### src/hw/rtl/tcsd_pkg.sv
// ----------------------------------------------------------------------------
// tcsd_pkg
// Shared types and constants for the chunked TLV stream decoder.
// ----------------------------------------------------------------------------
package tcsd_pkg;

   // width of the merged item length counter, saturating at its maximum
   localparam int LEN_BITS = 16;
   localparam logic [LEN_BITS-1:0] LEN_MAX = {LEN_BITS{1'b1}};

   // length byte that marks a full chunk, which may be continued by a record of the same type
   localparam logic [7:0] FULL_CHUNK = 8'd255;

   // result queue geometry
   localparam int Q_DEPTH    = 4;
   localparam int Q_IDX_BITS = $clog2(Q_DEPTH);
   localparam int Q_CNT_BITS = $clog2(Q_DEPTH + 1);

   typedef enum logic [1:0] {
      KIND_BYTE       = 2'd0,
      KIND_CLOSE_BYTE = 2'd1,
      KIND_CLOSE      = 2'd2,
      KIND_ERROR      = 2'd3
   } kind_type;

   typedef struct packed {
      kind_type    kind;
      logic [7:0]  item_type;
      logic [7:0]  value_byte;
      logic [15:0] item_length;
      logic        last_of_run;
   } result_type;

   // results made by one accepted beat, first goes out before second
   typedef struct packed {
      logic [1:0] count;
      result_type first;
      result_type second;
   } push_type;

   function automatic logic [15:0] report_len(input logic [LEN_BITS-1:0] v);
      logic [31:0] w;
      w = 32'(v);
      return (w > 32'h0000_FFFF) ? 16'hFFFF : w[15:0];
   endfunction

   function automatic result_type make_result(input kind_type k, input logic [7:0] t,
                                              input logic [7:0] b, input logic [15:0] l);
      result_type r;
      r.kind        = k;
      r.item_type   = t;
      r.value_byte  = b;
      r.item_length = l;
      r.last_of_run = 1'b0;
      return r;
   endfunction

endpackage

### src/hw/rtl/tcsd_step.sv
// ----------------------------------------------------------------------------
// tcsd_step
// Record phase tracking and result generation, one input beat per cycle while accept is high.
// ----------------------------------------------------------------------------
module tcsd_step
   import tcsd_pkg::*;
(
   input  logic       clock,
   input  logic       reset,
   input  logic       accept,
   input  logic [7:0] in_byte,
   input  logic       buffer_end,
   output push_type   push
);

   typedef enum logic [1:0] {
      PH_TYPE       = 2'd0,
      PH_LEN        = 2'd1,
      PH_VALUE      = 2'd2,
      PH_AFTER_FULL = 2'd3
   } phase_type;

   phase_type           phase_ff,   phase_in;
   logic [7:0]          type_ff,    type_in;
   logic [7:0]          left_ff,    left_in;
   logic [LEN_BITS-1:0] merged_ff,  merged_in;
   logic                pending_ff, pending_in;

   logic [LEN_BITS-1:0] merged_inc;
   logic [7:0]          left_dec;
   result_type          r0, r1;
   logic [1:0]          n;

   assign merged_inc = (merged_ff == LEN_MAX) ? merged_ff : merged_ff + 1'b1;
   assign left_dec   = left_ff - 8'd1;

   always_comb begin
      phase_in   = phase_ff;
      type_in    = type_ff;
      left_in    = left_ff;
      merged_in  = merged_ff;
      pending_in = pending_ff;
      r0         = '0;
      r1         = '0;
      n          = 2'd0;
      case (phase_ff)
         PH_TYPE: begin
            type_in    = in_byte;
            merged_in  = '0;
            pending_in = 1'b0;
            left_in    = 8'd0;
            phase_in   = PH_LEN;
            if (buffer_end) begin
               r0 = make_result(KIND_ERROR, in_byte, 8'd0, 16'd0);
               n  = 2'd1;
            end
         end
         PH_AFTER_FULL: begin
            if (in_byte == type_ff) begin
               // same type continues the merged item
               phase_in   = PH_LEN;
               pending_in = 1'b0;
               if (buffer_end) begin
                  r0 = make_result(KIND_ERROR, type_ff, 8'd0, 16'd0);
                  n  = 2'd1;
               end
            end else begin
               r0         = make_result(KIND_CLOSE, type_ff, 8'd0, report_len(merged_ff));
               n          = 2'd1;
               type_in    = in_byte;
               merged_in  = '0;
               pending_in = 1'b0;
               left_in    = 8'd0;
               phase_in   = PH_LEN;
               if (buffer_end) begin
                  r1 = make_result(KIND_ERROR, in_byte, 8'd0, 16'd0);
                  n  = 2'd2;
               end
            end
         end
         PH_LEN: begin
            left_in    = in_byte;
            pending_in = (in_byte == FULL_CHUNK);
            if (in_byte == 8'd0) begin
               r0       = make_result(KIND_CLOSE, type_ff, 8'd0, report_len(merged_ff));
               n        = 2'd1;
               phase_in = PH_TYPE;
            end else if (buffer_end) begin
               r0 = make_result(KIND_ERROR, type_ff, 8'd0, 16'd0);
               n  = 2'd1;
            end else begin
               phase_in = PH_VALUE;
            end
         end
         PH_VALUE: begin
            merged_in = merged_inc;
            left_in   = left_dec;
            n         = 2'd1;
            if (left_dec == 8'd0) begin
               if (pending_ff && !buffer_end) begin
                  r0       = make_result(KIND_BYTE, type_ff, in_byte, 16'd0);
                  phase_in = PH_AFTER_FULL;
               end else begin
                  r0       = make_result(KIND_CLOSE_BYTE, type_ff, in_byte,
                                         report_len(merged_inc));
                  phase_in = PH_TYPE;
               end
            end else begin
               r0 = make_result(KIND_BYTE, type_ff, in_byte, 16'd0);
               if (buffer_end) begin
                  r1 = make_result(KIND_ERROR, type_ff, 8'd0, 16'd0);
                  n  = 2'd2;
               end
            end
         end
         default: begin
            phase_in = PH_TYPE;
         end
      endcase
      if (buffer_end) begin
         phase_in = PH_TYPE;
      end
      r0.last_of_run = (n == 2'd1);
      r1.last_of_run = 1'b1;
   end

   assign push.count  = accept ? n : 2'd0;
   assign push.first  = r0;
   assign push.second = r1;

   always_ff @(posedge clock) begin
      if (reset) begin
         phase_ff   <= PH_TYPE;
         type_ff    <= 8'd0;
         left_ff    <= 8'd0;
         merged_ff  <= '0;
         pending_ff <= 1'b0;
      end else if (accept) begin
         phase_ff   <= phase_in;
         type_ff    <= type_in;
         left_ff    <= left_in;
         merged_ff  <= merged_in;
         pending_ff <= pending_in;
      end
   end

`ifndef SYNTH
   // a zero length byte always closes the item with one result
   assert property (@(posedge clock) disable iff (reset)
      (accept && phase_ff == PH_LEN && in_byte == 8'd0) |-> (push.count == 2'd1))
      else $error("zero length did not close item");

   // after an end-marked beat the next beat is a type byte
   assert property (@(posedge clock) disable iff (reset)
      (accept && buffer_end) |=> (phase_ff == PH_TYPE))
      else $error("phase not back to type after buffer end");

   // a value beat always passes its byte out
   assert property (@(posedge clock) disable iff (reset)
      (accept && phase_ff == PH_VALUE) |-> (push.count != 2'd0 &&
         (push.first.kind == KIND_BYTE || push.first.kind == KIND_CLOSE_BYTE)))
      else $error("value beat without byte result");
`endif

endmodule

### src/hw/rtl/tcsd_outq.sv
// ----------------------------------------------------------------------------
// tcsd_outq
// Small result queue, takes up to two results a cycle and sends one while out_stall is low.
// ----------------------------------------------------------------------------
module tcsd_outq
   import tcsd_pkg::*;
(
   input  logic       clock,
   input  logic       reset,
   input  push_type   push,
   output logic       room_two,
   output logic       out_valid,
   input  logic       out_stall,
   output result_type out_res
);

   result_type            entries_ff [Q_DEPTH];
   logic [Q_IDX_BITS-1:0] head_ff,  head_in;
   logic [Q_IDX_BITS-1:0] tail_ff,  tail_in;
   logic [Q_CNT_BITS-1:0] count_ff, count_in;
   logic [Q_IDX_BITS-1:0] tail_next;
   logic                  pop;

   assign out_valid = (count_ff != '0);
   assign out_res   = entries_ff[head_ff];
   assign pop       = out_valid && !out_stall;
   assign room_two  = (count_ff <= Q_CNT_BITS'(Q_DEPTH - 2));
   assign tail_next = tail_ff + 1'b1;

   always_comb begin
      head_in  = pop ? head_ff + 1'b1 : head_ff;
      tail_in  = tail_ff + Q_IDX_BITS'(push.count);
      count_in = count_ff + Q_CNT_BITS'(push.count) - Q_CNT_BITS'(pop);
   end

   always_ff @(posedge clock) begin
      if (reset) begin
         head_ff  <= '0;
         tail_ff  <= '0;
         count_ff <= '0;
      end else begin
         head_ff  <= head_in;
         tail_ff  <= tail_in;
         count_ff <= count_in;
      end
   end

   // payload storage, no reset
   always_ff @(posedge clock) begin
      if (push.count != 2'd0) begin
         entries_ff[tail_ff] <= push.first;
      end
      if (push.count == 2'd2) begin
         entries_ff[tail_next] <= push.second;
      end
   end

`ifndef SYNTH
   assert property (@(posedge clock) disable iff (reset)
      count_ff <= Q_CNT_BITS'(Q_DEPTH))
      else $error("result queue overfilled");

   // a push only lands when two slots are free
   assert property (@(posedge clock) disable iff (reset)
      (push.count != 2'd0) |-> room_two)
      else $error("push without room");

   assert property (@(posedge clock) disable iff (reset)
      (push.count == 2'd0 && !pop) |=> $stable(count_ff))
      else $error("queue count moved without push or pop");
`endif

endmodule

### src/hw/rtl/tlv_chunked_stream_decoder_top.sv
// ----------------------------------------------------------------------------
// tlv_chunked_stream_decoder_top
// Chunked type-length-value stream decoder, one encoded byte per beat.
// ----------------------------------------------------------------------------
// Each request beat carries one byte of a TLV buffer and a flag on the
// buffer's last byte. Full 255-byte chunks followed by a record of the same
// type are merged into one item; value bytes leave with their type, and every
// item is closed with its total length, saturating at 65535. A buffer cut off
// inside a header or a value gives an error result. A byte makes zero, one or
// two response beats. A request beat is taken every cycle while the four-entry
// result queue has two free slots, so the decoder sustains one byte per cycle
// as long as responses drain at least as fast as they are made; a byte's
// responses are registered in the result queue and leave it in order.
module tlv_chunked_stream_decoder_top
   import tcsd_pkg::*;
(
   input  logic        clock,
   input  logic        reset,
   input  logic        req_valid,
   output logic        req_stall,
   input  logic [7:0]  req_in_byte,
   input  logic        req_buffer_end,
   output logic        rsp_valid,
   input  logic        rsp_stall,
   output logic [1:0]  rsp_kind,
   output logic [7:0]  rsp_item_type,
   output logic [7:0]  rsp_value_byte,
   output logic [15:0] rsp_item_length,
   output logic        rsp_last_of_run
);

   logic       room_two;
   logic       accept;
   push_type   push;
   result_type res;

   assign req_stall = !room_two;
   assign accept    = req_valid && room_two;

   tcsd_step u_step (
      .clock      (clock),
      .reset      (reset),
      .accept     (accept),
      .in_byte    (req_in_byte),
      .buffer_end (req_buffer_end),
      .push       (push)
   );

   tcsd_outq u_outq (
      .clock     (clock),
      .reset     (reset),
      .push      (push),
      .room_two  (room_two),
      .out_valid (rsp_valid),
      .out_stall (rsp_stall),
      .out_res   (res)
   );

   assign rsp_kind        = res.kind;
   assign rsp_item_type   = res.item_type;
   assign rsp_value_byte  = res.value_byte;
   assign rsp_item_length = res.item_length;
   assign rsp_last_of_run = res.last_of_run;

endmodule

### config.mk
export PLATFORM = sky130hd
export DESIGN_NAME = tlv_chunked_stream_decoder_top
export DESIGN_NICKNAME = d
export VERILOG_FILES = /design/src/hw/rtl/tcsd_pkg.sv /design/src/hw/rtl/tcsd_step.sv /design/src/hw/rtl/tcsd_outq.sv /design/src/hw/rtl/tlv_chunked_stream_decoder_top.sv
export SDC_FILE = /design/constraint.sdc
export NUM_CORES = 1
export LEC_CHECK = 0
export BUFFER_PORTS_ARGS = -buffer_cell sky130_fd_sc_hd__buf_4
export CORE_ASPECT_RATIO = 0.6
export CORE_MARGIN = 1
export CORE_UTILIZATION = 54
export DETAILED_ROUTE_END_ITERATION = 7
export GPL_TIMING_DRIVEN = 0
export PLACE_DENSITY = 0.71
export REMOVE_ABC_BUFFERS = 1
export SLEW_MARGIN = 25
export SYNTH_ARGS = -nofsm -noshare
export SYNTH_HDL_FRONTEND = slang
export SYNTH_HIERARCHICAL = 1
export SYNTH_SLANG_ARGS = --single-unit
### constraint.sdc
create_clock -name clock -period 7.5 [get_ports clock]
set_input_delay 1.875 -clock clock [delete_from_list [all_inputs] [get_ports clock]]
set_output_delay 1.875 -clock clock [all_outputs]
set_load 0.03 [all_outputs]
## After elaboration in Yosys (flattened, before gate mapping)

Memory sizes are Yosys's and may differ from the RTL's. A register that Yosys moved wholly into a read port is not among the register bits.
Cells that the tools add are included.

- Logic and storage cells: 83
- Memory bits (writable): 140
- Memories kept: 1
- Output and inout bits: 37
- Bits in registers: 42
- Input bits: 13

Memory list:

| name | words | width | rd ports | clocked after memory_dff | write ports | RTL line | text |
|---|---|---|---|---|---|---|---|
| u_outq.entries_ff | 4 | 35 | 1 | 1 | 2 | tcsd_outq.sv:17 | `result_type entries_ff [Q_DEPTH];` |

- Order comparisons: 1
- Reductions and logical operators: 20
- Muxes and demuxes: 36
- $add $sub $neg: 7
- Equality and inequality tests: 10

Operators by type and width:

| cell | number |
|---|---|
| 35-bit 2-to-1 mux | 6 |
| 35-bit case mux with 4 select lines | 1 |
| 35-bit case mux with 2 select lines | 1 |
| 34-bit 2-to-1 mux | 2 |
| 16-bit case mux with 3 select lines | 1 |
| 16-bit 2-to-1 mux | 2 |
| 8-bit case mux with 4 select lines | 1 |
| 2-bit 2-to-1 mux | 11 |
| 16-bit by 1-bit adder with 16-bit output (second input constant) | 1 |
| 16-bit equality test (second input constant) | 1 |
| 8-bit logical NOT | 2 |
| 8-bit 2-to-1 mux | 2 |
| 8-bit case mux with 2 select lines | 1 |
| 8-bit equality test | 1 |
| 8-bit equality test (second input constant) | 1 |
| 2-bit case mux with 4 select lines | 1 |
| 8-bit by 1-bit subtractor with 8-bit output (second input constant) | 1 |
| 2-bit equality test (second input constant) | 3 |
| 2-bit case mux with 3 select lines | 1 |
| 2-bit AND reduction | 3 |
| 3-bit AND reduction | 2 |
| 2-bit nonzero test | 3 |
| 3-bit nonzero test | 2 |
| 1-bit 2-to-1 mux | 5 |
| 13 further kinds | 19 |

## Depth between registers and ports, before layout

Gate-level depths: netlist of the first run.

- Word-level depth: 8
- Gate-level depth with buffers: 15
- Depth with buffers taken out: 15

## By module

The synthesis of the first run kept the hierarchy.

By module, submodules not included:

| module | area each (µm²) | times used | cells an instance | sequential area each (µm²) |
|---|---|---|---|---|
| tcsd_outq | 7354.6 | 1 | 394 | 4384.2 |
| tcsd_step | 3185.6 | 1 | 434 | 700.7 |
| tlv_chunked_stream_decoder_top | 10.0 | 1 | 2 | 0.0 |

## Least setup slack after synthesis of the first run

No wires, ideal clock.

- Path type: input to register
- Start point: input req_in_byte[2]
- End point: memory u_outq/entries_ff[0][0] (netlist name), enable pin
- Path slack: 0.935 ns
- Stages on the path: 10
- Path buffers: 1
- Setup time: 0.480 ns
- Arrival time: 6.085 ns
- Cell sequence: clkbuf_1 -> xnor2_1 -> nand4_1 -> or2_2 -> inv_1 -> ha_1 -> a21o_1 -> o311a_1 -> nor2_1 -> o31ai_1

RTL lines:

| what | RTL line | text |
|---|---|---|
| start, declared | tlv_chunked_stream_decoder_top.sv:21 | `input logic [7:0] req_in_byte,` |
| end, declared | tcsd_outq.sv:17 |  |

==> results of run 1 <==
## layout by cell type, fill, tap and decap left out, types with 19 or more instances in the layout
cell type	synthesis	final
a21oi_1	34	34
mux2_4	30	30
nand2_1	53	53
o21ai_0	23	23
nor2_1	39	38
mux2_2	111	111
dfxtp_1	44	42
mux4_2	35	35
inv_1	19	19
buf_4	30	53
conb_1	2	25
edfxtp_1	140	140
## sequential cells by signal, indices dropped and copies added, names as in the netlist, named ones only
signal / cells
u_outq/entries_ff: 140
u_step/merged_ff: 16
u_step/left_ff: 8
u_step/type_ff: 8
u_outq/count_ff: 3
u_outq/head_ff: 2
u_outq/tail_ff: 2
u_step/phase_ff: 2
u_step/pending_ff: 1
## layer usage
| metal | up-vias | track usage [%] | part of all wire (%) |
|---|---|---|---|
| met4 | 0 | 10.0 | 2.0 |
| met2 | 265 | 41.7 | 48 |
| li1 | 3139 | - | - |
| met1 | 3471 | 34.3 | 44 |
| met3 | 39 | 4.17 | 6.1 |
| met5 | - | 0 | 0 |
## worst min-delay path by stage
stage | startpoint | to | depth (start not counted)
after floorplan | u_step/left_ff[7]$_SDFFE_PP0P_ | u_step/left_ff[7]$_SDFFE_PP0P_ | 2
after global placement | u_step/left_ff[7]$_SDFFE_PP0P_ | u_step/left_ff[7]$_SDFFE_PP0P_ | 2
after detailed placement | u_step/left_ff[7]$_SDFFE_PP0P_ | u_step/left_ff[7]$_SDFFE_PP0P_ | 2
after CTS | u_step/left_ff[7]$_SDFFE_PP0P_ | u_step/left_ff[7]$_SDFFE_PP0P_ | 2
after global routing | u_step/left_ff[1]$_SDFFE_PP0P_ | u_step/left_ff[1]$_SDFFE_PP0P_ | 2
final | u_step/left_ff[7]$_SDFFE_PP0P_ | u_step/left_ff[7]$_SDFFE_PP0P_ | 2
## logic make-up (layout without fill, tap and decap cells)
| family | after synthesis | after routing |
|---|---|---|
| flops | 184 | 184 |
| xor+xnor | 19 | 19 |
| buf+inv | 102 | 116 |
| compound gates | 128 | 128 |
| mux | 189 | 189 |
| other cells | 2 | 25 |
| simple gates | 190 | 190 |
| fa+ha+maj | 16 | 16 |
## cell type report
cell class	count	area share [%]
clock inverter	11	1.06
clock buffer	21	3.93
inverter	20	0.641
sequential	184	43.5
timing repair buffer	64	5.08
tap	266	2.84
multi-input combinational	567	43.0
## synthesized netlist by cell type, types with 3 or more instances
cell and instances:
a211o_1 3, a21o_1 10, a21oi_1 34, a22o_1 16
a22oi_1 6, a31oi_1 3, and2_1 12, and3_1 7
buf_1 3, buf_2 14, buf_4 30, buf_6 8
clkbuf_1 27, dfxtp_1 44, edfxtp_1 140, ha_1 15
inv_1 19, mux2_2 111, mux2_4 30, mux2i_1 13
mux4_2 35, nand2_1 53, nand2b_1 5, nand3_1 13
nand3b_1 4, nand4_1 11, nor2_1 39, nor2b_1 8
nor3_1 9, o21ai_0 23, o21ai_1 6, o31ai_1 3
or2_2 3, or3_1 6, or4_1 3, xnor2_1 12
xor2_1 7
## worst max-delay path, stage by stage
cell,delay [ns]
buf_4,0.15
xnor2_1,0.14
nand4_1,0.27
or2_2,0.41
inv_1,0.09
ha_1,0.23
a21o_1,0.21
o311a_1,0.42
nor2b_2,0.28
nand3_4,0.60
o31ai_4,0.39
buf_6,0.25
buf_6,0.20
## per-stage QoR
step,setup slack [ns],cells,util [%],instance area [sq um]
floorplan,1.17,771,-,10100
global placement,-1.67,1086,56.8,10800
detailed placement,1.68,1100,58.3,11100
CTS,2.14,1132,61.4,11700
global route,1.90,1133,61.4,11700
finish,2.09,1133,61.4,11700
## power by group through the flow
| stage | combinational (mW) | sequential, mW | clock, mW |
|---|---|---|---|
| floorplan | 0.473 | 1.25 | 0 |
| global placement | 0.674 | 1.28 | 0 |
| detailed placement | 0.731 | 1.26 | 0 |
| CTS | 0.735 | 1.23 | 0.919 |
| global route | 0.781 | 1.24 | 0.952 |
| finish | 0.732 | 1.23 | 0.898 |
==> impl_results.md, run 1 <==
- Ant diodes: 0
- First-pass GRT wire length: 37600 um
- Later-pin clock latency in the skew report: 0.43 ns
- Crit-path max FO: 36
- Area Overhead vs Synth: 11.1%
- Multiplexer area fraction after synthesis: 24.8%
- Total core area: 19100 sq um
- Die Ht: 110 um
- Cells after Synth: 830
- Sequential share of power: 43.1%
- Clock buffer depth: 2
- Reg2reg setup slack: 2.90 ns
- Minimum clock period: 5.41 ns
- Main area contributors after synthesis: edfxtp_1, mux2_2, dfxtp_1
- Hold Violations, Final: 0
- Reg area: 5090 sq um
- Int Pwr: 1.99 mW
- Leakage: 4.26 nW
- Hold Crit Class: reg2reg
- Seq/Total Area, Yosys: 48.2%
- Adder-Cell Fraction of Synth Area: 1.97%
- Largest net degree at the start of global routing: 53
- Critical Setup Path Class: in2reg
- Worst Reg2Reg Path Length in Cells: 12
- Worst Setup SP: req_in_byte[7]
- Num CTS Buffers: 17
- Worst Setup EP: u_outq/entries_ff[0][31]$_DFFE_PP_
- Share of the synthesized area in the top cell type: 39.8%
- Reg2reg start: u_step/left_ff[0]$_SDFFE_PP0P_
- Post-synth EDFFs: 140
- Sw Share: 30.4%
- Simple-gate area share of the yosys netlist: 9.48%
- R2R Path End: u_outq/entries_ff[0][31]$_DFFE_PP_
- Post-CTS Repair Setup Buffers: 0
- Vias in the first global route: 6720
- Routed len/inst: 21.8 um
- Clock skew: 0.00896 ns
- FP Rows: 39
- Filler cells: 1449
- Max-cap violations: 0
- Total GRT Usage: 25.4%
- Tot Pwr: 2.86 mW
- Final #Nets: 883
- Grt ovf: 0
- Startpoint Class: input port
- Status: finished, final reports clean
- Clock share of power: 31.4%
- Detail Placement HPWL: 15800 um
- Fmax: 0.185 GHz
- H-tree lvl count: 4
- Smallest hold slack: 0.485 ns
- Combinational power share: 25.6%
- Xor/xnor share of the synthesized area: 1.58%
- Post_cts resized: 0
- Drt pass-1 iters: 7
- DIE AREA: 20100 sq um
- CTS tree: done
- Synth Area in Compound Gates: 8.46%
- Via count: 6914
- NetSw: 0.871 mW
- Largest family of logic cells by synthesized area: multiplexers
- Mapped Area: 10600 sq um
- Yosys warning count: 6
- TNS Setup: 0 ns
- Least-Margin Pin Slew: 0.855 ns
- Final ANT Viol Nets: 0
- Via-to-Cell Ratio: 6.10
- Final Setup Violations: 0
- RSZ-0062 raised after global routing: false
- CTS Sinks: 184
- Fin. max-slew vios: 0
- Root Driver: clkbuf_16
- Initial antenna violation count: 0
- Crit end category: flip-flop
- Worst Path Required: 7.64 ns
- Die span in x: 182 um
- Maximum vdd ir drop: 0.164 mV
- Power Density: 244 nW/um^2
- Wirelength, routed: 24700 um
- Multi-input gate area: 5040 sq um
- Avg Cell Area, Syn: 12.7 sq um
- Initial DRC Count: 731
- IO buf count: 49
- Initial core utilization: 55.3%
- Area leader, netlist: edfxtp_1
- Async S/R FF share, synth: 0%
- Worst slew margin: 42.6%
- Num ports: 50
- Final Cycle Share: 72.1%
- Yosys cell types: 76
- Worst Path Arrival: 5.54 ns
- DRC: 0
- Hold-fix buffers, CTS: 0
- Register bit total from synthesis: 184
- Predominant post-synthesis flop cell: edfxtp_1
- RePlAce Congestion: 0.911
- Share of cells above drive strength 1: 34.3%
- Clock slew at reported path FFs: 0.07 ns
No activity file was read; power rests on OpenSTA's default activity.
==> run 2, diff against run 1 <==
--- a/config.mk
+++ b/config.mk
@@ -5,6 +5,7 @@
 export SDC_FILE = /design/constraint.sdc
 export NUM_CORES = 1
 export LEC_CHECK = 0
+export ABC_AREA = 1
 export BUFFER_PORTS_ARGS = -buffer_cell sky130_fd_sc_hd__buf_4
 export CORE_ASPECT_RATIO = 0.6
 export CORE_MARGIN = 1
==> constraint.sdc (replaced) <==
create_clock -name clock -period 5.35 [get_ports clock]
set_input_delay 1.3375 -clock clock [delete_from_list [all_inputs] [get_ports clock]]
set_output_delay 1.3375 -clock clock [all_outputs]
set_load 0.03 [all_outputs]
==> impl_results.md, run 2 <==
- Share of the synthesized area in the top cell type: 38.5%
- Worst Reg2Reg Path Length in Cells: 20
- IO buf count: 49
- Status: finished, final reports clean
- Commonest non-fill, non-tap cell in the layout: nand2_1
- Crit path depth: 18
- Worst Path Required: 5.50 ns
- Worst slew margin: 38.5%
- Initial antenna violation count: 0
- Via count: 8784
- Ant diodes: 0
- Area leader, netlist: edfxtp_1
- Minimum clock period: 4.92 ns
- Drt pass-1 iters: 6
- Final Cycle Share: 91.9%
- Area Overhead vs Synth: 9.56%
- DRC: 0
- Avg Cell Area, Syn: 8.40 sq um
- Largest net degree at the start of global routing: 72
- Hold Crit Class: reg2reg
- Least-Margin Pin Slew: 0.923 ns
- CTS tree: done
- Async S/R FF share, synth: 0%
- Post-Layout Cell Count: 1591
- Largest Register: u_outq/entries_ff
- Number of placed cells counting well taps: 1556
- CTS Sinks: 184
- Hold-fix buffers, CTS: 0
- Register bit total from synthesis: 184
- CP max stage cell: nand3_4
- Post_cts resized: 0
- Routed len/inst: 16.8 um
- Leakage: 4.17 nW
- Worst Setup EP: u_outq/entries_ff[0][6]$_DFFE_PP_
- Share of cells above drive strength 1: 17.2%
- Cells after Synth: 1300
- Post-synth EDFFs: 140
- Worst Path Arrival: 5.06 ns
- Total GRT Usage: 26.9%
- Detail Placement HPWL: 17400 um
- Fmax: 0.203 GHz
- Root Driver: clkbuf_16
- Die span in x: 186 um
- Crit-path max FO: 71
- TNS Setup: 0 ns
- Predominant post-synthesis flop cell: edfxtp_1
- Yosys warning count: 6
- Num CTS Buffers: 17
- Crit-path cells: buf_4, xor2_1, nor2_1, clkinv_1, nor2_1, nand2_1, inv_1, ha_1, a21oi_1, nand2_1, nand2_1, a21oi_1, nor2_8, nand3_4, o31ai_4, buf_6, buf_6, buf_6
- RSZ-0062 raised after global routing: false
- RePlAce Congestion: 0.916
- Clock buffer depth: 2
- Wirelength, routed: 26800 um
- Clock skew: 0.0126 ns
- Maximum vdd ir drop: 0.265 mV
- Post-CTS Repair Setup Buffers: 0
- Seq/Total Area, Yosys: 46.6%
- Reg2reg setup slack: 0.74 ns
- DIE AREA: 20800 sq um
- Max reg flops: 140
- Initial core utilization: 56.2%
- Final ANT Viol Nets: 0
- Tot Pwr: 4.09 mW
- Initial DRC Count: 719
- Grt ovf: 0
- Fin util: 61.6%
- Mapped Area: 10900 sq um
- Max-cap violations: 0
- Filler cells: 1676
- Yosys cell types: 38
- Reg2reg start: u_step/left_ff[0]$_SDFFE_PP0P_
- Worst Setup SP: req_in_byte[6]
- Num ports: 50
- Post-route cell area: 12000 sq um
- Later-pin clock latency in the skew report: 0.45 ns
- Total core area: 19400 sq um
- Final #Nets: 1341
- Commonest cells post-synth: nand2_1, edfxtp_1, nor2_1
- Power Density: 342 nW/um^2
- FP Rows: 39
- Dpl cell area: 11300 sq um
- Top-count cell post-synth: nand2_1
- Critical Setup Path Class: in2reg
- Vias in the first global route: 8092
- Crit end category: flip-flop
- Worst Path Buf+Inv: 6
- Fin. max-slew vios: 0
- Main area contributors after synthesis: edfxtp_1, nand2_1, dfxtp_1
- Die Ht: 112 um
- Hold Violations, Final: 0
- R2R Path End: u_outq/entries_ff[0][6]$_DFFE_PP_
- Startpoint Class: input port
- Via-to-Cell Ratio: 5.52
- H-tree lvl count: 4
- Crit-path max cell delay: 0.71 ns
- Final Setup Violations: 0
- Critical path's top delay family: simple AND/OR/NAND/NOR gates
- Clock slew at reported path FFs: 0.07 ns
- Most frequent cells in the layout: nand2_1, edfxtp_1, nor2_1
- First-pass GRT wire length: 42800 um
- Largest regs: u_outq/entries_ff x140, u_step/merged_ff x16
## run 2: changes by cell type after synthesis, sizes merged, moves of 11 or more
cell / change
a21oi: +35
a22o: -16
and2: -12
inv: +106
mux2: -141
mux2i: -13
mux4: -35
nand2: +257
nand3: +35
nor2: +87
o21ai: +200
o22ai: +45
xnor2: -11
## run 2: metrics by stage
step                      setup slack (ns)  hold slack, ns
final                                0.432           0.487
after CTS                            0.408           0.489
after global placement               -3.54           0.470
after floorplan                     -0.678           0.448
after detailed placement           -0.0636           0.472
after global routing                 0.143           0.523
## run 2: worst min path at each step
stage / slack [ns] / depth (start not counted) / to / startpoint
2_1_floorplan: 0.45 / 2 / flip-flop / u_outq/head_ff[0]$_SDFFE_PP0P_
3_5_place_dp: 0.47 / 2 / flip-flop / u_outq/head_ff[0]$_SDFFE_PP0P_
6_report: 0.49 / 2 / flip-flop / u_outq/head_ff[0]$_SDFFE_PP0P_
3_3_place_gp: 0.47 / 2 / u_step/left_ff[1]$_SDFFE_PP0P_ / u_step/left_ff[1]$_SDFFE_PP0P_
4_1_cts: 0.49 / 2 / flip-flop / u_outq/head_ff[0]$_SDFFE_PP0P_
5_1_grt: 0.52 / 2 / flip-flop / u_outq/head_ff[0]$_SDFFE_PP0P_
## run 2: worst reg2reg max path, stage by stage, from the launching register on
cell,delay [ns]
dfxtp_1,0.38
inv_1,0.11
ha_1,0.22
nand2_1,0.12
inv_1,0.09
nand3_1,0.07
nand2_1,0.05
nand2_1,0.08
nor2_1,0.06
nand2_2,0.11
nand3_2,0.23
nand2_1,0.25
nand2_1,0.11
nor2_1,0.26
inv_2,0.13
nor2_8,0.17
nand3_4,0.71
o31ai_4,0.49
buf_6,0.27
buf_6,0.19
buf_6,0.18
## run 2: cell type report
class	count	area, sq um	share of cell area [%]
tap	266	333	2.78
clock buffer	19	433	3.62
sequential	184	5090	42.5
multi-input combinational	915	4840	40.5
clock inverter	13	153	1.28
inverter	128	483	4.04
timing repair buffer	66	629	5.26
## run 2: logic make-up after synthesis
kind of cell               after synthesis  share of synthesized area [%]
adders and majority gates               16                           1.90
DFF                                    184                           46.6
and+or+nand+nor                        505                           19.4
other                                    2                         0.0688
AOI/OAI and AO/OA                      355                           20.5
xor gates and xnor gates                14                           1.12
buffers and inverters                  224                           10.4
## run 2: per-layer routing
| layer | up-vias | GRT usage (%) | wire length, um |
|---|---|---|---|
| met5 | - | 0 | 0 |
| li1 | 4372 | - | - |
| met4 | 0 | 6.99 | 264 |
| met2 | 336 | 43.1 | 12500 |
| met1 | 4051 | 37.6 | 11700 |
| met3 | 25 | 5.06 | 2230 |
## run 2: where the power goes
group | internal, mW | switching (mW) | leakage [nW]
logic | 0.346 | 0.777 | 2.27
registers | 1.62 | 0.0604 | 1.63
clock network | 0.732 | 0.552 | 0.280
